<file path="src/rtl/flos_pkg.sv">
// Shared widths, codes and constants for the first/last occurrence search block.
package flos_pkg;

    localparam int DEPTH_DEF = 1024;
    localparam int VAL_W     = 32;
    localparam int POS_W     = 11;
    localparam int WPOS_W    = 10;
    localparam int LEN_W     = 11;

    localparam logic OP_WRITE = 1'b0;
    localparam logic OP_QUERY = 1'b1;

    // Position reported when the key is absent (minus one in eleven bits).
    localparam logic [POS_W-1:0] NONE_POS = {POS_W{1'b1}};

endpackage

</file>
<file path="src/rtl/flos_search.sv">
// Bisection sequencer: one or two probe passes over the value store, plus the result register.
module flos_search
    import flos_pkg::*;
#(
    parameter int DEPTH = DEPTH_DEF,
    localparam int AW = (DEPTH > 1) ? $clog2(DEPTH) : 1
) (
    input  logic             i_clk,
    input  logic             i_rst_n,
    input  logic             i_start,
    input  logic [VAL_W-1:0] i_key,
    input  logic [LEN_W-1:0] i_len,
    output logic             o_idle,
    output logic             o_rd_en,
    output logic [AW-1:0]    o_rd_addr,
    input  logic [VAL_W-1:0] i_rd_data,
    output logic             o_out_valid,
    input  logic             i_out_ready,
    output logic             o_found,
    output logic [POS_W-1:0] o_first_position,
    output logic [POS_W-1:0] o_last_position
);

    typedef enum logic [3:0] {
        S_IDLE  = 4'b0001,
        S_PROBE = 4'b0010,
        S_CMP   = 4'b0100,
        S_DONE  = 4'b1000
    } t_state;

    t_state r_state, n_state;
    logic   r_out_valid, n_out_valid;

    logic [POS_W-1:0] r_lo, n_lo;
    logic [POS_W-1:0] r_hi, n_hi;
    logic [POS_W-1:0] r_mid, n_mid;
    logic [LEN_W-1:0] r_n, n_n;
    logic [VAL_W-1:0] r_key, n_key;
    logic             r_pass, n_pass;
    logic             r_hit_vld, n_hit_vld;
    logic [POS_W-1:0] r_hit, n_hit;
    logic             r_found, n_found;
    logic [POS_W-1:0] r_first, n_first;
    logic             r_out_found, n_out_found;
    logic [POS_W-1:0] r_out_first, n_out_first;
    logic [POS_W-1:0] r_out_last, n_out_last;

    logic [POS_W-1:0]    w_mid;
    logic [AW+POS_W-1:0] w_mid_ext;
    logic                w_range;

    // The upper bound is held exclusive, so the range is empty when low meets it.
    assign w_range   = r_lo < r_hi;
    assign w_mid     = r_lo + ((r_hi - r_lo - POS_W'(1)) >> 1);
    assign w_mid_ext = {{AW{1'b0}}, w_mid};

    assign o_idle    = (r_state == S_IDLE);
    assign o_rd_en   = (r_state == S_PROBE) && w_range;
    assign o_rd_addr = w_mid_ext[AW-1:0];

    always_comb begin
        n_state     = r_state;
        n_out_valid = r_out_valid;
        n_lo        = r_lo;
        n_hi        = r_hi;
        n_mid       = r_mid;
        n_n         = r_n;
        n_key       = r_key;
        n_pass      = r_pass;
        n_hit_vld   = r_hit_vld;
        n_hit       = r_hit;
        n_found     = r_found;
        n_first     = r_first;
        n_out_found = r_out_found;
        n_out_first = r_out_first;
        n_out_last  = r_out_last;

        if (r_out_valid && i_out_ready) begin
            n_out_valid = 1'b0;
        end

        unique case (r_state)
            S_IDLE: begin
                if (i_start) begin
                    n_lo      = '0;
                    n_hi      = i_len;
                    n_n       = i_len;
                    n_key     = i_key;
                    n_pass    = 1'b0;
                    n_hit_vld = 1'b0;
                    n_found   = 1'b0;
                    n_state   = S_PROBE;
                end
            end
            S_PROBE: begin
                if (w_range) begin
                    n_mid   = w_mid;
                    n_state = S_CMP;
                end else if (!r_pass && r_hit_vld) begin
                    // First occurrence known: restart over the whole range for the last one.
                    n_found   = 1'b1;
                    n_first   = r_hit;
                    n_pass    = 1'b1;
                    n_lo      = '0;
                    n_hi      = r_n;
                    n_hit_vld = 1'b0;
                end else begin
                    n_state = S_DONE;
                end
            end
            S_CMP: begin
                if (i_rd_data == r_key) begin
                    n_hit_vld = 1'b1;
                    n_hit     = r_mid;
                    if (r_pass) begin
                        n_lo = r_mid + POS_W'(1);
                    end else begin
                        n_hi = r_mid;
                    end
                end else if ($signed(i_rd_data) < $signed(r_key)) begin
                    n_lo = r_mid + POS_W'(1);
                end else begin
                    n_hi = r_mid;
                end
                n_state = S_PROBE;
            end
            S_DONE: begin
                if (!r_out_valid || i_out_ready) begin
                    n_out_valid = 1'b1;
                    n_out_found = r_found;
                    n_out_first = r_found ? r_first : NONE_POS;
                    n_out_last  = (r_found && r_hit_vld) ? r_hit : NONE_POS;
                    n_state     = S_IDLE;
                end
            end
            default: begin
                n_state = S_IDLE;
            end
        endcase
    end

    always_ff @(posedge i_clk) begin
        if (!i_rst_n) begin
            r_state     <= S_IDLE;
            r_out_valid <= 1'b0;
        end else begin
            r_state     <= n_state;
            r_out_valid <= n_out_valid;
        end
    end

    always_ff @(posedge i_clk) begin
        r_lo        <= n_lo;
        r_hi        <= n_hi;
        r_mid       <= n_mid;
        r_n         <= n_n;
        r_key       <= n_key;
        r_pass      <= n_pass;
        r_hit_vld   <= n_hit_vld;
        r_hit       <= n_hit;
        r_found     <= n_found;
        r_first     <= n_first;
        r_out_found <= n_out_found;
        r_out_first <= n_out_first;
        r_out_last  <= n_out_last;
    end

    assign o_out_valid      = r_out_valid;
    assign o_found          = r_out_found;
    assign o_first_position = r_out_first;
    assign o_last_position  = r_out_last;

endmodule

</file>
<file path="config.mk">
export PLATFORM = sky130hd
export DESIGN_NAME = flos_search
export DESIGN_NICKNAME = d
export VERILOG_FILES = /design/src/rtl/flos_pkg.sv /design/src/rtl/flos_search.sv
export SDC_FILE = /design/constraint.sdc
export NUM_CORES = 1
export LEC_CHECK = 0
export BUFFER_PORTS_ARGS = -buffer_cell sky130_fd_sc_hd__buf_4
export CAP_MARGIN = 0
export CORE_ASPECT_RATIO = 0.9
export CORE_UTILIZATION = 55
export DETAILED_ROUTE_END_ITERATION = 10
export GPL_ROUTABILITY_DRIVEN = 0
export HOLD_SLACK_MARGIN = 0.05
export MAX_ROUTING_LAYER = met4
export PLACE_DENSITY = 0.76
export REMOVE_ABC_BUFFERS = 1
export SLEW_MARGIN = 20
export SYNTH_ARGS = -nofsm -noshare
export SYNTH_HDL_FRONTEND = slang
export SYNTH_SLANG_ARGS = --single-unit
</file>
<file path="constraint.sdc">
create_clock -name i_clk -period 9.4 [get_ports i_clk]
set_clock_uncertainty 0.05 [all_clocks]
set_input_delay 0.47 -clock i_clk [delete_from_list [all_inputs] [get_ports i_clk]]
set_output_delay 0.47 -clock i_clk [all_outputs]
set_load 0.02 [all_outputs]
</file>
==> qor.yml <==
floorplanning:
  floorplan.io_pins: 115
  placementRows: 37
  fp.coreArea_mm2: 0.0115
  start_util_pct: 57.1
  die-height_um: 106
  die_area_mm2: 0.0124
  die-width_um: 117
timing:
  worst_slew_margin_rel_pct: 27.8
  final.setup.tns_ps: 0
  final-max-slew-violation-count: 0
  final.period_utilization_pct: 45.4
  finalWorstPathRequiredPeriod_ps: 4260
  timing.final.setup_violations: 0
  tightest_slew_ps: 1080
  max_freq_mhz: 234
  hold_viol_final: 0
  grt_setup_unrepaired: "false"
  fin_ws_ps: 5140
cts:
  ctsResizeCount: 0
  cts-buffers-inserted: 17
  cts_root_buffer: "sky130_fd_sc_hd__clkbuf_16"
  clk_latency_ps: 420
  postCtsHoldBufs: 0
  htree_levels: 4
  cts_tree: "built"
  max-clock-path-buffers: 2
  numClockSinks: 128
  post-cts-setup-buffers: 0
  clkSlewWorstSetupHoldPaths_ps: 60
hold_path:
  kind_of_path_behind_the_tightest_hold_check: "in -> reg"
cells_and_area:
  design.final.nets: 807
  share_of_the_core_filled_with_cells_in_the_final_layout_pct: 70.4
  nFillCells: 830
  flow.area_growth_from_synthesis_pct: 23.3
  layout-drive-gt1-share_pct: 25.3
  antennaDiodeCount: 0
setup_path:
  setup.worst_path.start_class: "flip-flop"
  critical_path_buf_inv_count: 3
  slowest_delay_ps: 480
  timing.critical_path.required_ps: 8880
  path_class: "reg -> out"
  crit_family: "adder cells"
  timing.critical_path.arrival_ps: 3740
  cp_max_fo: 3
  worst_setup_path_end_kind: "output pin"
  critical-path-slowest-cell: "sky130_fd_sc_hd__fa_1"
  worstPathCellList: "nor2b_1, inv_1, fa_1, inv_1, ha_1, fa_1, a21o_1, a21oi_1, o21ai_1, or4_1, nand2_1, xnor2_1, buf_4"
placed_design:
  place_hpwl_um: 10100
  placement.setup.worst_slack_ps: 5620
  port_buffers: 114
route:
  number_of_violations_reported_at_the_end_of_detailed_routing_iteration_0: 302
  post_drt_wl_per_cell_um: 16.4
  num_vias: 4575
  drc: 0
  ant_nets: 0
  avgViaCountPerCell: 5.49
  drt-total-wl_um: 13600
  detail_route.first_pass.iterations: 5
yosys:
  synth-warning-count: 0
  ys_seq_area_share_pct: 57.6
  flip_flop_cell_with_the_highest_count_after_synthesis: "sky130_fd_sc_hd__edfxtp_1"
  syn_area_per_cell_um2: 12.1
  synthCells: 546
  number_of_enable_type_register_cells_in_the_synthesized_netlist: 123
  mappedNetlistArea_mm2: 0.00658
  synth.lib_cells_used.distinct: 55
  asr_flop_ratio_synth_pct: 0
  synth.ff_latch_count: 128
run:
  maxCapViolations: 0
global_route:
  grt_antenna_before_repair: 0
  largest_net_degree_at_the_start_of_global_routing: 45
  vias_in_the_first_global_route: 4626
  global_route_total_usage_across_every_layer_pct: 24.0
  globalRouteOverflowTotal: 0
  grt_pass1_wl_um: 22000
run_status:
  outcome: "complete, no violations"
[metal layers]
metal / track usage (%) / wire (µm) / vias up
li1: - / - / 2203
met1: 27.3 / 5620 / 2185
met2: 41.3 / 6880 / 164
met3: 5.47 / 881 / 23
met4: 9.74 / 244 / 0
met5: - / 0 / -
[through the flow]
step                      instance area (µm²)  hold WS [ps]  std cells
after floorplan                          6480           368        529
after global placement                   7550           377        801
after detailed placement                 7550           378        801
after CTS                                8120           163        833
after global routing                     8120           160        833
final                                    8120           173        833
[final cells by class]
cell class | count | area (µm²) | area share [%]
Clock buffer | 18 | 429 | 5.29
Multi-Input combinational cell | 339 | 2470 | 30.4
Sequential cell | 128 | 3790 | 46.7
Clock inverter | 14 | 133 | 1.63
Tap cell | 156 | 195 | 2.40
Inverter | 62 | 233 | 2.87
Timing Repair Buffer | 116 | 871 | 10.7
[layout by cell type (no fill, tap or decap), types with 7 or more instances in the layout]
| cell | n |
|---|---|
| sky130_fd_sc_hd__edfxtp_1 | 123 |
| sky130_fd_sc_hd__nand2_1 | 48 |
| sky130_fd_sc_hd__a21oi_1 | 29 |
| sky130_fd_sc_hd__a22oi_1 | 11 |
| sky130_fd_sc_hd__xor2_1 | 7 |
| sky130_fd_sc_hd__nand2b_1 | 13 |
| sky130_fd_sc_hd__nand3_1 | 9 |
| sky130_fd_sc_hd__or2_2 | 11 |
| sky130_fd_sc_hd__nand4_1 | 11 |
| sky130_fd_sc_hd__buf_4 | 116 |
| sky130_fd_sc_hd__o21ai_0 | 9 |
| sky130_fd_sc_hd__ha_1 | 62 |
| sky130_fd_sc_hd__nor2_1 | 28 |
| sky130_fd_sc_hd__nor3_1 | 7 |
| sky130_fd_sc_hd__clkbuf_16 | 17 |
| sky130_fd_sc_hd__xnor2_1 | 17 |
| sky130_fd_sc_hd__inv_1 | 61 |
[logic make-up after synthesis]
| logic type | count (synthesis) | share of synthesized area (%) |
|---|---|---|
| AOI/OAI and AO/OA | 86 | 8.65 |
| xor gates and xnor gates | 24 | 3.19 |
| adders and majority gates | 64 | 12.4 |
| buffers and inverters | 79 | 5.11 |
| DFF | 128 | 57.6 |
| muxes | 1 | 0.152 |
| and+or+nand+nor | 164 | 12.9 |
[sequential cells by signal, summed over array words and instances (netlist names)]
name              count
r_key                32
o_first_position     11
o_last_position      11
r_first              11
r_hi                 11
r_hit                11
r_lo                 11
r_mid                11
r_n                  11
r_state               4
o_found               1
o_out_valid           1
r_found               1
r_hit_vld             1
[cells in the mapped netlist (all sizes together) (3+ instances only)]
cell type	count	area (µm²)
nand4	11	68.8
or2	12	75.1
o211ai	4	30.0
nor2	30	113
or3	3	18.8
edfxtp	123	3690
a31o	3	26.3
clkbuf	5	18.8
nor3	7	35.0
inv	62	233
and3	5	31.3
nand2b	13	81.3
dfxtp	5	100
nor2b	4	25.0
xnor2	17	149
a21o	5	37.5
xor2	7	61.3
nor4	5	37.5
a21oi	29	145
o21ai	12	60.1
and2	6	37.5
a211oi	3	22.5
a22oi	11	82.6
ha	62	776
nand2	48	180
a21boi	3	26.3
nand3	9	45.0
buf	12	85.1
[worst paths after layout]
kind / slack, ps / to / cells past startpoint / start
setup / recovery: 5140 / o_rd_addr[8] / 13 / r_lo[0]
hold / removal: 170 / r_key[10] / 1 / i_key[10]
setup reg to reg: 5940 / r_mid[10] / 12 / r_lo[0]
hold reg to reg: 380 / r_first[7] / 0 / r_hit[7]
Power is left out: the tool's default activity adds up to more than one toggle a clock period on the data nets, which glitch-free logic cannot reach.
